==> config.mk <==
export PLATFORM = sky130hd
export DESIGN_NAME = ags_ctrl
export DESIGN_NICKNAME = d
export VERILOG_FILES = /design/src/rtl/ags_pkg.sv /design/src/rtl/ags_ctrl.sv
export SDC_FILE = /design/constraint.sdc
export NUM_CORES = 1
export LEC_CHECK = 0
export ABC_AREA = 1
export BUFFER_PORTS_ARGS = -buffer_cell sky130_fd_sc_hd__buf_2
export CORE_MARGIN = 2
export CORE_UTILIZATION = 23
export CTS_CLUSTER_DIAMETER = 150
export DETAILED_ROUTE_END_ITERATION = 8
export SLEW_MARGIN = 20
export SYNTH_ARGS = -nofsm -noshare
export SYNTH_HDL_FRONTEND = slang
export SYNTH_SLANG_ARGS = --single-unit
==> constraint.sdc <==
create_clock -name i_clk -period 1.5 [get_ports i_clk]
set_input_delay 0.15 -clock i_clk [delete_from_list [all_inputs] [get_ports i_clk]]
set_output_delay 0.15 -clock i_clk [all_outputs]
set_load 0.01 [all_outputs]
==> src/rtl/ags_pkg.sv <==
`default_nettype none
// ----------------------------------------------------------------------------
// ags_pkg
// Shared widths, constants and controller/datapath bundles for the AdaGrad
// gradient scaler.
// ----------------------------------------------------------------------------
package ags_pkg;

    localparam int VECTOR_LENGTH = 1024;
    localparam int POS_W         = (VECTOR_LENGTH > 1) ? $clog2(VECTOR_LENGTH) : 1;

    localparam int GRAD_W   = 16;
    localparam int EPS_W    = 12;
    localparam int RES_W    = 16;
    localparam int MAG_W    = GRAD_W + 1;
    localparam int SQ_W     = 2 * MAG_W;
    localparam int ACC_W    = 40;
    localparam int ROOT_W   = ACC_W / 2;
    localparam int REM_W    = ROOT_W + 3;
    localparam int DEN_W    = ROOT_W + 1;
    localparam int FRAC_SH  = 14;
    localparam int QUO_W    = FRAC_SH + 1;
    localparam int NUM_W    = MAG_W + FRAC_SH;
    localparam int DIV_W    = DEN_W + FRAC_SH;
    localparam int CNT_W    = 5;

    localparam int ROOT_STEPS = ROOT_W;
    localparam int DIV_STEPS  = QUO_W;

    localparam logic [ACC_W-1:0] ACC_MAX      = {ACC_W{1'b1}};
    localparam logic [QUO_W-1:0] RESULT_LIMIT = QUO_W'(16384);
    localparam logic [EPS_W-1:0] EPS_RESET    = EPS_W'(1);

    typedef struct packed {
        logic clr_wr;
        logic load;
        logic square;
        logic accum;
        logic root_step;
        logic div_init;
        logic div_step;
        logic out_load;
    } t_cmd;

    typedef struct packed {
        logic pos_last;
    } t_sts;

endpackage
`default_nettype wire

==> src/rtl/ags_ctrl.sv <==
`default_nettype none
// ----------------------------------------------------------------------------
// ags_ctrl
// Sequencer: clearing sweep, per-beat accumulate, bit-serial root and divide,
// output register handoff.
// ----------------------------------------------------------------------------
module ags_ctrl import ags_pkg::*; (
    input  wire logic i_clk,
    input  wire logic i_rst_n,
    input  wire logic i_in_valid,
    output logic      o_in_ready,
    output logic      o_out_valid,
    input  wire logic i_out_ready,
    output t_cmd      o_cmd,
    input  wire t_sts i_sts
);

    typedef enum logic [2:0] {
        S_CLEAR,
        S_IDLE,
        S_SQUARE,
        S_ACCUM,
        S_ROOT,
        S_DINIT,
        S_DIV,
        S_DONE
    } t_state;

    t_state           r_state;
    logic [CNT_W-1:0] r_cnt;
    logic             r_out_valid;

    always_comb begin
        o_cmd           = '0;
        o_cmd.clr_wr    = (r_state == S_CLEAR);
        o_cmd.load      = (r_state == S_IDLE) && i_in_valid;
        o_cmd.square    = (r_state == S_SQUARE);
        o_cmd.accum     = (r_state == S_ACCUM);
        o_cmd.root_step = (r_state == S_ROOT);
        o_cmd.div_init  = (r_state == S_DINIT);
        o_cmd.div_step  = (r_state == S_DIV);
        o_cmd.out_load  = (r_state == S_DONE) && (!r_out_valid || i_out_ready);
    end

    assign o_in_ready  = (r_state == S_IDLE);
    assign o_out_valid = r_out_valid;

    always_ff @(posedge i_clk) begin
        if (!i_rst_n) begin
            r_state     <= S_CLEAR;
            r_cnt       <= '0;
            r_out_valid <= 1'b0;
        end else begin
            if (o_cmd.out_load) begin
                r_out_valid <= 1'b1;
            end else if (r_out_valid && i_out_ready) begin
                r_out_valid <= 1'b0;
            end
            unique case (r_state)
                S_CLEAR: begin
                    if (i_sts.pos_last) begin
                        r_state <= S_IDLE;
                    end
                end
                S_IDLE: begin
                    if (i_in_valid) begin
                        r_state <= S_SQUARE;
                    end
                end
                S_SQUARE: r_state <= S_ACCUM;
                S_ACCUM: begin
                    r_state <= S_ROOT;
                    r_cnt   <= '0;
                end
                S_ROOT: begin
                    if (r_cnt == CNT_W'(ROOT_STEPS - 1)) begin
                        r_state <= S_DINIT;
                        r_cnt   <= '0;
                    end else begin
                        r_cnt <= r_cnt + 1'b1;
                    end
                end
                S_DINIT: r_state <= S_DIV;
                S_DIV: begin
                    if (r_cnt == CNT_W'(DIV_STEPS - 1)) begin
                        r_state <= S_DONE;
                        r_cnt   <= '0;
                    end else begin
                        r_cnt <= r_cnt + 1'b1;
                    end
                end
                S_DONE: begin
                    if (!r_out_valid || i_out_ready) begin
                        r_state <= S_IDLE;
                    end
                end
                default: r_state <= S_CLEAR;
            endcase
        end
    end

endmodule
`default_nettype wire

==> qor.yml, run 1 <==
critical_path:
  rrSetupSlack_ns: 0.15
  critPathLaunchType: "flop"
  slowest_delay_ns: 0.53
  cp_max_fo: 10
  r2r_end: "r_state[1]$_SDFFE_PN0P_"
  crit_path_top_delay_cell: "dfxtp_1"
  path_cells: "inv_2, nor2_1, buf_2"
  reg2reg_depth: 9
  end_kind: "output port"
  rr_startpoint: "r_cnt[0]$_SDFFE_PN0P_"
  required_ns: 1.35
  worstSetupPathType: "flop to output port"
  worstPathArrival_ns: 1.23
placed_design:
  gp_congestion: 0.839
  place_inst: 142
  place_ws_ns: 0.169
  dp_hpwl_um: 1200
  io_buffer_count: 14
  placed_cell_area_sq_um: 703
timing:
  worst_pin_slew_ns: 0.358
  hold_violations: 0
  min_period_ns: 1.38
  period_share: 0.919
  skew_ns: 0.00700
  whs_ns: 0.181
  worst_slack_ns: 0.122
  maxSlewHeadroom: 0.761
  rsz0062_at_grt: "no"
  fin_setup_tns_ns: 0
  setup_violations: 0
  max_clock_freq_mhz: 726
  maxSlewViolCount: 0
yosys:
  syn_nets: 108
  synth-simple-area-share: 0.427
  synth_cell_types: 19
  ys_ff_latch: 9
  synth_xor_xnor_area_share: 0
  seq_area_frac_synth: 0.293
  synth_fa_ha_area_frac: 0.0407
  synth_compound_area_frac: 0.116
  yosysWarnings: 0
  synth_mux_area_frac: 0
  synth_cells: 101
  synth_area_per_cell_sq_um: 6.09
  syn_area_sq_um: 616
  synth_top_family_by_area: "simple AND/OR/NAND/NOR gates"
clock_tree:
  cts_tree: "built"
  cts_root_buf: "clkbuf_4"
  numCtsBuffers: 3
  clock_path_buffers: 2
  hold_buffers: 0
  cts_sinks: 9
  worstSkewPairLatency_ns: 0.25
  path_clk_slew_ns: 0.06
  htree_num_levels: 1
  postCtsSetupRepairBufs: 0
finish:
  postLayoutCellArea_sq_um: 732
  drive_above_1_share: 0.259
  areaGrowthSynthToFinish_pct: 18.9
  finalNetCount: 124
  fin_cells: 146
  n_antenna_cell: 0
  final_core_util: 0.293
drt:
  ant_nets: 0
  num_vias: 664
  drt_iter0_markers: 6
  dr.pass1.iters: 4
  routed_wl_um: 1470
  routedWlPerCell_um: 10.1
  vias_per_cell: 4.55
  route.detailed.drc: 0
power:
  power.leakage_nw: 0.359
  p_per_area_nw_per_um2: 1440
  vdd_ir_drop_max_mv: 0.489
  power_mw: 1.05
floorplan:
  initial_core_util: 0.246
  design.die.area_sq_um: 3110
  coreArea_sq_um: 2500
  rows: 18
  io_pins: 15
  die_h_um: 55.7
  die_w_um: 55.7
worst_hold_path:
  min_to: "r_state[1]$_SDFFE_PN0P_"
  hold_path_class: "input port to flop"
  min_from: "i_rst_n"
  hold_path_depth: 3
flow_run:
  cap_viol_max_count: 0
grt:
  grt_pass1_wl_um: 2380
  antenna_found_initial: 0
  grt_max_degree: 11
  grt_overflow: 0
  grt_pass1_vias: 610
  grt.total_usage: 0.0928
run_status:
  outcome: "complete, no violations"
## layer usage
metal,up-vias,global-route usage,share of wire
li1,350,-,-
met2,8,0.173,0.53
met3,0,0.0465,0.037
met5,-,0,0
met4,0,0.0105,0
met1,306,0.0945,0.43
## state kept, by name, indices dropped and copies added, names as in the netlist
signal	count
r_state	3
r_cnt	5
o_out_valid	1
## what timing repair did
| item | 4_1_cts | 5_1_grt |
|---|---|---|
| gates resized for setup | 0 | 2 |
| hold endpoints to repair | 0 | 0 |
| endpoints found under the setup margin | 0 | 2 |
## logic make-up (layout without fill, tap and decap cells)
logic type | count (synthesis) | in the layout
flip-flops | 9 | 9
adder cells (fa/ha/maj) | 2 | 2
AND/OR/NAND/NOR | 59 | 59
buffers and inverters | 18 | 33
AO/OA/AOI/OAI | 13 | 13
## layout by cell type, fill, tap and decap left out, drive strengths merged
| cell | n |
|---|---|
| dfxtp | 9 |
| inv | 15 |
| o21ai | 4 |
| nand3b | 1 |
| nor2 | 21 |
| ha | 2 |
| a21oi | 8 |
| buf | 14 |
| o21a | 1 |
| clkbuf | 4 |
| nor3 | 3 |
| nand3 | 11 |
| nand2 | 21 |
| nand4 | 2 |
## worst max path at each step
stage / start / end / slack [ns] / depth (start not counted)
finish: r_state[2]$_SDFFE_PN0P_ / o_cmd[1] / 0.12 / 3
global route: r_state[2]$_SDFFE_PN0P_ / o_cmd[0] / 0.002 / 3
CTS: r_state[1]$_SDFFE_PN0P_ / o_cmd[4] / 0.06 / 3
detailed placement: r_cnt[1]$_SDFFE_PN0P_ / r_state[1]$_SDFFE_PN0P_ / 0.17 / 8
global placement: r_cnt[1]$_SDFFE_PN0P_ / r_state[1]$_SDFFE_PN0P_ / 0.16 / 8
floorplan: r_state[1]$_SDFFE_PN0P_ / r_state[1]$_SDFFE_PN0P_ / 0.31 / 8
## layout make-up
| class | instances | area (sq um) |
|---|---|---|
| Fill cell | 289 | 1770 |
| Clock buffer | 4 | 26.3 |
| Multi-Input combinational cell | 74 | 359 |
| Inverter | 15 | 56.3 |
| Tap cell | 30 | 37.5 |
| Sequential cell | 9 | 183 |
| Timing Repair Buffer | 14 | 70.1 |
## Yosys cell counts, drive strengths merged
| library cell | count | area share |
|---|---|---|
| buf | 3 | 0.033 |
| o21ai | 4 | 0.039 |
| nor3 | 3 | 0.024 |
| nand3 | 11 | 0.089 |
| nand4 | 2 | 0.020 |
| a21oi | 8 | 0.065 |
| dfxtp | 9 | 0.29 |
| ha | 2 | 0.041 |
| nor2 | 21 | 0.14 |
| nand2 | 21 | 0.14 |
| inv | 15 | 0.091 |
| nand3b | 1 | 0.012 |
| o21a | 1 | 0.012 |
## critical path: cells and delay by family (launching register included)
family,cells,cell delay [ns]
buffers and inverters,2,0.25
and+or+nand+nor,1,0.18
DFF,1,0.53
## power by group
| group | switching, mW | leakage (nW) | internal (mW) |
|---|---|---|---|
| clock network | 0.0772 | 0.0150 | 0.102 |
| registers | 0.0852 | 0.0739 | 0.291 |
| logic | 0.313 | 0.270 | 0.182 |
| total | 0.476 | 0.359 | 0.575 |
No activity file was read; power rests on OpenSTA's default activity.
==> run 2, diff against run 1 <==
Settings changed: SETUP_SLACK_MARGIN set to 0.5.
==> run 2 against run 1 <==
Die area did not move. Sequential share of layout area decreased by 4.1 points. Flip-flop and latch count did not move. Clock power rose by 4%. Combinational power grew 61%.
==> qor.yml, run 2 (same netlist as run 1, synthesis figures left out) <==
critical_path:
  cp_max_fo: 4
  critPathLaunchType: "flop"
  worstSetupPathType: "flop to output port"
  required_ns: 1.35
  cp_top_family: "flip-flops"
  path_cells: "buf_12, nor2_4, nand2_2, inv_2, buf_6"
  end_kind: "output port"
  crit_path_top_delay_cell: "dfxtp_4"
  cp.buffers_inverters: 3
  slowest_delay_ns: 0.36
  worstPathArrival_ns: 1.11
grt:
  antenna_found_initial: 0
  grt_pass1_vias: 617
  grt_pass1_wl_um: 2600
  grt.total_usage: 0.104
  grt_overflow: 0
  grt_max_degree: 11
worst_hold_path:
  hold_path_class: "input port to flop"
clock_tree:
  path_clk_slew_ns: 0.06
  cts_sinks: 9
  numCtsBuffers: 3
  worstSkewPairLatency_ns: 0.26
  hold_buffers: 0
  cts_tree: "built"
  clock_path_buffers: 2
  cts_root_buf: "clkbuf_4"
  htree_num_levels: 1
finish:
  final_cell_mix: "nand2_1, nor2_1, buf_2"
  fillCellCount: 262
  final_common_cell: "nand2_1"
  drive_above_1_share: 0.508
  areaGrowthSynthToFinish_pct: 56.1
  postLayoutCellArea_sq_um: 961
  ff_latch_area_sq_um: 200
  multi_input_area_sq_um: 480
  largest_reg_flops: 5
  finalNetCount: 132
  n_antenna_cell: 0
  largest-register: "r_cnt"
  final_core_util: 0.384
timing:
  rsz0062_at_grt: "yes"
  maxSlewHeadroom: 0.874
  max_clock_freq_mhz: 793
  fin_setup_tns_ns: 0
  worst_pin_slew_ns: 0.188
  maxSlewViolCount: 0
  period_share: 0.841
  hold_violations: 0
  setup_violations: 0
  min_period_ns: 1.26
  skew_ns: 0.00410
drt:
  routedWlPerCell_um: 10.1
  routed_wl_um: 1550
  num_vias: 692
  drt_iter0_markers: 17
  dr.pass1.iters: 4
  ant_nets: 0
  route.detailed.drc: 0
  vias_per_cell: 4.49
placed_design:
  io_buffer_count: 14
  dp_hpwl_um: 1100
  placed_cell_area_sq_um: 754
  gp_congestion: 0.793
power:
  p_per_area_nw_per_um2: 1460
  vdd_ir_drop_max_mv: 0.774
  power.leakage_nw: 0.424
floorplan:
  design.die.area_sq_um: 3110
  io_pins: 15
  die_h_um: 55.7
  coreArea_sq_um: 2500
  initial_core_util: 0.246
  rows: 18
  die_w_um: 55.7
flow_run:
  cap_viol_max_count: 0
run_status:
  outcome: "complete, no violations"
run 2: cell types whose count changed in the layout (fill, tap and decap cells not counted), moves of 3 or more:
cell,previous run,this run
dfxtp_4,0,5
nor2_1,17,12
nand3_2,0,4
dfxtp_1,7,3
nand2_2,2,6
a21oi_2,0,3
nand3_1,11,7
nor2_4,0,6
buf_4,0,7
a21oi_1,8,5
nand2_1,19,14
run 2: stage by stage:
stage                     hold WS [ns]  power (mW)  worst slack, ns  std cells
after floorplan                  0.264       0.808            0.389        101
after global placement           0.448       0.917            0.221        142
after detailed placement         0.449       0.922            0.205        142
after CTS                        0.163        1.38            0.241        152
after global routing             0.193        1.51            0.178        154
final                            0.171        1.40            0.239        154
run 2: final cells by class:
| cell class | count | area share |
|---|---|---|
| clock buffer | 4 | 0.0273 |
| inverter | 15 | 0.0638 |
| multi-input combinational | 74 | 0.500 |
| sequential | 9 | 0.208 |
| tap | 30 | 0.0391 |
| timing repair buffer | 22 | 0.161 |
run 2: timing repair:
| action | CTS | global route |
|---|---|---|
| pin swaps | 9 | 13 |
| setup buffers | 6 | 2 |
| gates resized for setup | 23 | 7 |
| endpoints found under the setup margin | 17 | 17 |
run 2: final timing paths:
kind | slack (ns) | cells after the start | startpoint | end
setup / recovery | 0.24 | 5 | r_state[0]$_SDFFE_PN0P_ | o_cmd[3]
hold / removal | 0.17 | 3 | i_rst_n | r_state[0]$_SDFFE_PN0P_
setup reg to reg | 0.31 | 9 | r_state[0]$_SDFFE_PN0P_ | r_state[1]$_SDFFE_PN0P_
hold reg to reg | 0.52 | 2 | r_cnt[1]$_SDFFE_PN0P_ | r_cnt[1]$_SDFFE_PN0P_
run 2: worst min-delay path, cell delays in order:
cell     delay [ns]
buf_2          0.14
nand3_1        0.07
a21oi_1        0.03
run 2: metal layers:
layer,up-vias,part of all wire,track usage
met5,-,0,0
met4,0,0,0.0105
met3,0,0.042,0.0349
met2,9,0.53,0.189
met1,314,0.42,0.121
li1,369,-,-
run 2: where the power goes:
part | total, mW | internal, mW | leakage [nW] | switching (mW)
Combinational | 0.795 | 0.364 | 0.332 | 0.431
Clock | 0.186 | 0.102 | 0.0150 | 0.0838
Sequential | 0.419 | 0.311 | 0.0772 | 0.108
